==> config.mk <==
export PLATFORM = sky130hd
export DESIGN_NAME = fct_queue
export DESIGN_NICKNAME = d
export VERILOG_FILES = /design/src/rtl/core/fct_pkg.sv /design/src/rtl/core/fct_queue.sv
export SDC_FILE = /design/constraint.sdc
export NUM_CORES = 1
export LEC_CHECK = 0
export ABC_AREA = 1
export BUFFER_PORTS_ARGS = -buffer_cell sky130_fd_sc_hd__clkbuf_2
export CAP_MARGIN = 20
export CELL_PAD_IN_SITES_DETAIL_PLACEMENT = 1
export CELL_PAD_IN_SITES_GLOBAL_PLACEMENT = 2
export CORE_MARGIN = 10
export CORE_UTILIZATION = 35
export DETAILED_ROUTE_END_ITERATION = 12
export GPL_TIMING_DRIVEN = 0
export HOLD_SLACK_MARGIN = 0.06
export PLACE_DENSITY = 0.66
export SYNTH_ARGS = -nofsm -noshare
export SYNTH_HDL_FRONTEND = slang
export SYNTH_SLANG_ARGS = --single-unit
==> constraint.sdc <==
create_clock -name clk -period 3.3 [get_ports clk]
set_input_delay 0 -clock clk [delete_from_list [all_inputs] [get_ports clk]]
set_output_delay 0 -clock clk [all_outputs]
set_load 0.03 [all_outputs]
==> src/rtl/core/fct_pkg.sv <==
`default_nettype none

package fct_pkg;

  // Field widths.
  localparam int COORD_W   = 32;
  localparam int DIR_W     = 16;
  localparam int CFG_W     = (3 * DIR_W > COORD_W) ? 3 * DIR_W : COORD_W;
  localparam int CFG_IDX_W = 3;

  // Basis vectors are signed Q2.30.
  localparam int BW   = 32;
  localparam int FRAC = 30;

  // Working widths of the basis builder.
  localparam int TW        = 64;
  localparam int WW        = 128;
  localparam int NORM_BITS = 20;

  // Queue between front and back.
  localparam int Q_DEPTH = 4;
  localparam int Q_AW    = 2;

  localparam logic FUNC_TO_FRAME = 1'b1;

  typedef logic signed [COORD_W-1:0] coord_t;
  typedef logic signed [DIR_W-1:0]   dir_t;
  typedef logic signed [BW-1:0]      coef_t;
  typedef coef_t [2:0]               vec_t;
  typedef coord_t [2:0]              point_t;

  typedef enum logic [CFG_IDX_W-1:0] {
    CFG_ORIGIN_X = 3'd0,
    CFG_ORIGIN_Y = 3'd1,
    CFG_ORIGIN_Z = 3'd2,
    CFG_AXIS     = 3'd3,
    CFG_UP       = 3'd4
  } cfg_idx_t;

  typedef struct packed {
    logic   func;
    coord_t in_x;
    coord_t in_y;
    coord_t in_z;
  } in_item_t;

  typedef struct packed {
    coord_t out_x;
    coord_t out_y;
    coord_t out_z;
    logic   degenerate;
  } out_item_t;

  // Frame state handed from the basis builder to the datapath.
  typedef struct packed {
    logic   ready;
    logic   degen;
    point_t origin;
    vec_t   bx;
    vec_t   by;
    vec_t   bz;
  } frame_t;

  // One classified point waiting in the queue.
  typedef struct packed {
    logic   func;
    logic   degen;
    point_t pt;
  } q_item_t;

  typedef enum logic [3:0] {
    BS_LOAD,
    BS_MLOAD,
    BS_MRUN,
    BS_MSTORE,
    BS_SHIFT,
    BS_SQRT,
    BS_DLOAD,
    BS_DRUN,
    BS_DSTORE,
    BS_DONE
  } basis_state_t;

  typedef enum logic [2:0] {
    MP_SQ,
    MP_PAR,
    MP_CROSS,
    MP_NORM,
    MP_YHAT
  } mul_phase_t;

endpackage

`default_nettype wire

==> src/rtl/core/fct_queue.sv <==
`default_nettype none

module fct_queue (
  input  logic             clk,
  input  logic             rst,
  input  logic             push,
  input  fct_pkg::q_item_t push_item,
  output logic             full,
  input  logic             pop,
  output logic             valid,
  output fct_pkg::q_item_t head
);

  fct_pkg::q_item_t         mem [fct_pkg::Q_DEPTH];
  logic [fct_pkg::Q_AW-1:0] wr_ptr, rd_ptr;
  logic [fct_pkg::Q_AW:0]   count;

  // Pointers and fill count.
  always_ff @(posedge clk) begin
    if (rst) begin
      wr_ptr <= '0;
      rd_ptr <= '0;
      count  <= '0;
    end else begin
      if (push) wr_ptr <= wr_ptr + 1'b1;
      if (pop)  rd_ptr <= rd_ptr + 1'b1;
      case ({push, pop})
        2'b10:   count <= count + 1'b1;
        2'b01:   count <= count - 1'b1;
        default: count <= count;
      endcase
    end
  end

  // Entry storage.
  always_ff @(posedge clk) begin
    if (push) begin
      mem[wr_ptr] <= push_item;
    end
  end

  assign full  = (count == (fct_pkg::Q_AW+1)'(fct_pkg::Q_DEPTH));
  assign valid = (count != '0);
  assign head  = mem[rd_ptr];

endmodule

`default_nettype wire

==> summary.txt <==
Outcome
  – Status: finished, final reports clean

Setup path
  – Critical path type: register to output pin
  – Crit end category: output pin
  – CP Max Fanout: 10
  – Delay-heaviest family, CP: buffers and inverters
  – RR Startpoint: wr_ptr[0]$_SDFFE_PP0P_
  – Crit path cell chain: buf_4 -> inv_2 -> clkbuf_1 -> o21ai_0 -> o22ai_1 -> clkbuf_2
  – Critical path depth: 6
  – Critical path required time: 3300 ps
  – Worst path max stage delay: 450 ps
  – Reg2Reg Setup Slack: 1440 ps
  – Worst flop-to-flop path endpoint: mem[0][54]$_DFFE_PP_
  – Worst setup endpoint: head[9]
  – Worst setup SP type: register
  – CP arrival: 2540 ps
  – Reg2Reg Depth: 5
  – CP bufs+invs: 4
  – CP max stage cell: clkbuf_1

Global route
  – Vias in the first global route: 10351
  – Pin count of the biggest net entering global routing: 67
  – Initial antenna violation count: 3
  – Total gr overflow: 0
  – Overall global routing resource usage: 0.161
  – Wire length of the first global-routing pass: 62.3 mm

Clock tree
  – Post-CTS resize count: 0
  – Clk sinks: 401
  – CTS Root Cell: clkbuf_16
  – CTS tree: yes
  – Depth of the CTS H-tree: 2
  – Clock Latency Late Sink: 560 ps
  – Clock Tree Buf Depth: 3
  – Worst-path clk slew: 60 ps
  – CTS Buf Count: 44

STA
  – Setup repair after global routing missed its margin: false
  – Final worst slack: 756 ps
  – Slew @ Worst Pin: 623 ps
  – Hold Fails Final Rpt: 0
  – Max-slew headroom: 0.585
  – Peak Freq: 393 MHz
  – Final setup skew: 15.2 ps
  – Final Critical Period: 2540 ps
  – Final Setup Violations: 0
  – Final slew viol count: 0
  – Period utilisation layout: 0.771
  – WHS: 198 ps

Yosys
  – Library cells used by synthesis: 22
  – Post-synth top area share: 0.787
  – Post-synthesis sequential area ratio: 0.799
  – Synth warn: 0
  – Register bit total from synthesis: 401
  – Ranking of synthesized cells by area: edfxtp_1 (79%), o21ai_0 (5.2%), nor2_1 (5.0%)
  – Mapped cell area: 15000 um2
  – Synthesized area per cell: 14.9 um2
  – Synth area leader: edfxtp_1
  – Syn nets: 1114
  – Syn Inst Count: 1006

Route
  – Final WL: 41.8 mm
  – Post-route ant nets: 0
  – Routed len/inst: 21.6 um
  – Vias: 9582
  – Drt pass-1 iters: 5
  – DRC: 0
  – Vias/cell: 4.96
  – DRT iter0 DRCs: 609

Floorplanning
  – Starting Density: 0.355
  – Row cnt: 75
  – DIE AREA: 51400 um2
  – Die height: 227 um
  – I/O Pins: 202
  – Die X: 227 um
  – Core area: 42100 um2

Power and ir drop
  – Pwr dens: 625 nW/um2
  – VDD IR max: 0.429 mV
  – Static leakage: 6.77 nW

Finish
  – Most common cell after layout, fill and taps aside: edfxtp_1
  – Layout area overhead: 27.9%
  – Nets: 1467
  – Design area: 19100 um2
  – Final-layout fill cell count: 4280
  – Fin util: 0.454
  – Share of cells above drive strength 1: 0.215
  – Most frequent cells in the layout: edfxtp_1 (392), clkbuf_2 (203), nor2_1 (199)
  – Final std cells w/o fill: 1930

Placement
  – Setup Slack @ Placement: 1340 ps
  – Dpl hpwl: 25.2 mm
  – PortBufs: 201
  – Routability Congestion: 0.704
  – # placed instances: 1750
  – Cell Area, Placed: 16800 um2

Min path
  – WHS Path Cells: 2
  – HP Class: input pin to register

Run
  – Max-cap violations: 0
through the flow:
| stage | TNS (ps) | power (mW) |
|---|---|---|
| final | 0 | 12.0 |
| after global routing | 0 | 12.4 |
| after CTS | 0 | 12.1 |
| after detailed placement | 0 | 7.40 |
| after global placement | -568430 | 7.40 |
| after floorplan | 0 | 6.81 |
how the worst min path moves through the flow:
stage                              from                    to  slack (ps)
final                     push_item[22]  mem[2][22]$_DFFE_PP_         200
after global routing      push_item[72]  mem[3][72]$_DFFE_PP_         180
after CTS                 push_item[86]  mem[0][86]$_DFFE_PP_         160
after global placement    push_item[67]  mem[3][67]$_DFFE_PP_         210
after detailed placement  push_item[96]  mem[3][96]$_DFFE_PP_         220
after floorplan            push_item[0]   mem[0][0]$_DFFE_PP_         100
per-layer routing:
layer / wire length (um) / GRT usage / vias up
li1: - / - / 4514
met1: 18200 / 0.201 / 4800
met2: 20400 / 0.275 / 223
met3: 2520 / 0.0413 / 45
met4: 693 / 0.0385 / 0
met5: 0 / 0 / -
cell usage after synthesis:
cell type	n
inv_1	16
buf_4	5
dfxtp_1	9
nor2_1	199
ha_1	5
a21oi_1	5
o22ai_1	98
fa_1	1
buf_2	7
clkbuf_2	2
o21ai_0	155
nor3_1	1
inv_2	1
buf_6	15
nand4_1	1
buf_12	1
o21ai_1	47
inv_6	1
edfxtp_1	392
clkbuf_1	34
nand2_1	9
nand3_1	2
sequential cells by signal, indices dropped and copies added (netlist names), named ones only:
name    cells
wr_ptr      2
mem       392
rd_ptr      2
count       3
what timing repair did:
item,CTS,global route
buffers inserted,0,0
hold buffers,102,0
hold endpoints to repair,401,0
kinds of logic (layout without fill, tap and decap cells):
kind of cell               count (synthesis)  after routing  synth area share
DFF                                      401            401             0.799
other                                      0              3                 0
buffers and inverters                     82            464            0.0315
adders and majority gates                  6              6           0.00552
AOI/OAI and AO/OA                        305            305             0.110
and+or+nand+nor                          212            212            0.0536
where the power goes:
part	internal [mW]	switching (mW)	total, mW
logic	0.438	1.07	1.50
clock network	2.71	1.88	4.59
registers	5.82	0.0443	5.87
final cells by class:
cell class / count / area, um2 / area share
inverter: 18 / 92.6 / 0.00484
multi-input combinational: 523 / 2530 / 0.132
timing repair buffer: 307 / 2140 / 0.112
clock buffer: 55 / 1160 / 0.0608
antenna: 3 / 7.51 / 0.000392
clock inverter: 20 / 168 / 0.00877
tap: 539 / 674 / 0.0353
sequential: 401 / 12000 / 0.625
buffer: 64 / 399 / 0.0209
No activity file was read; power rests on OpenSTA's default activity.
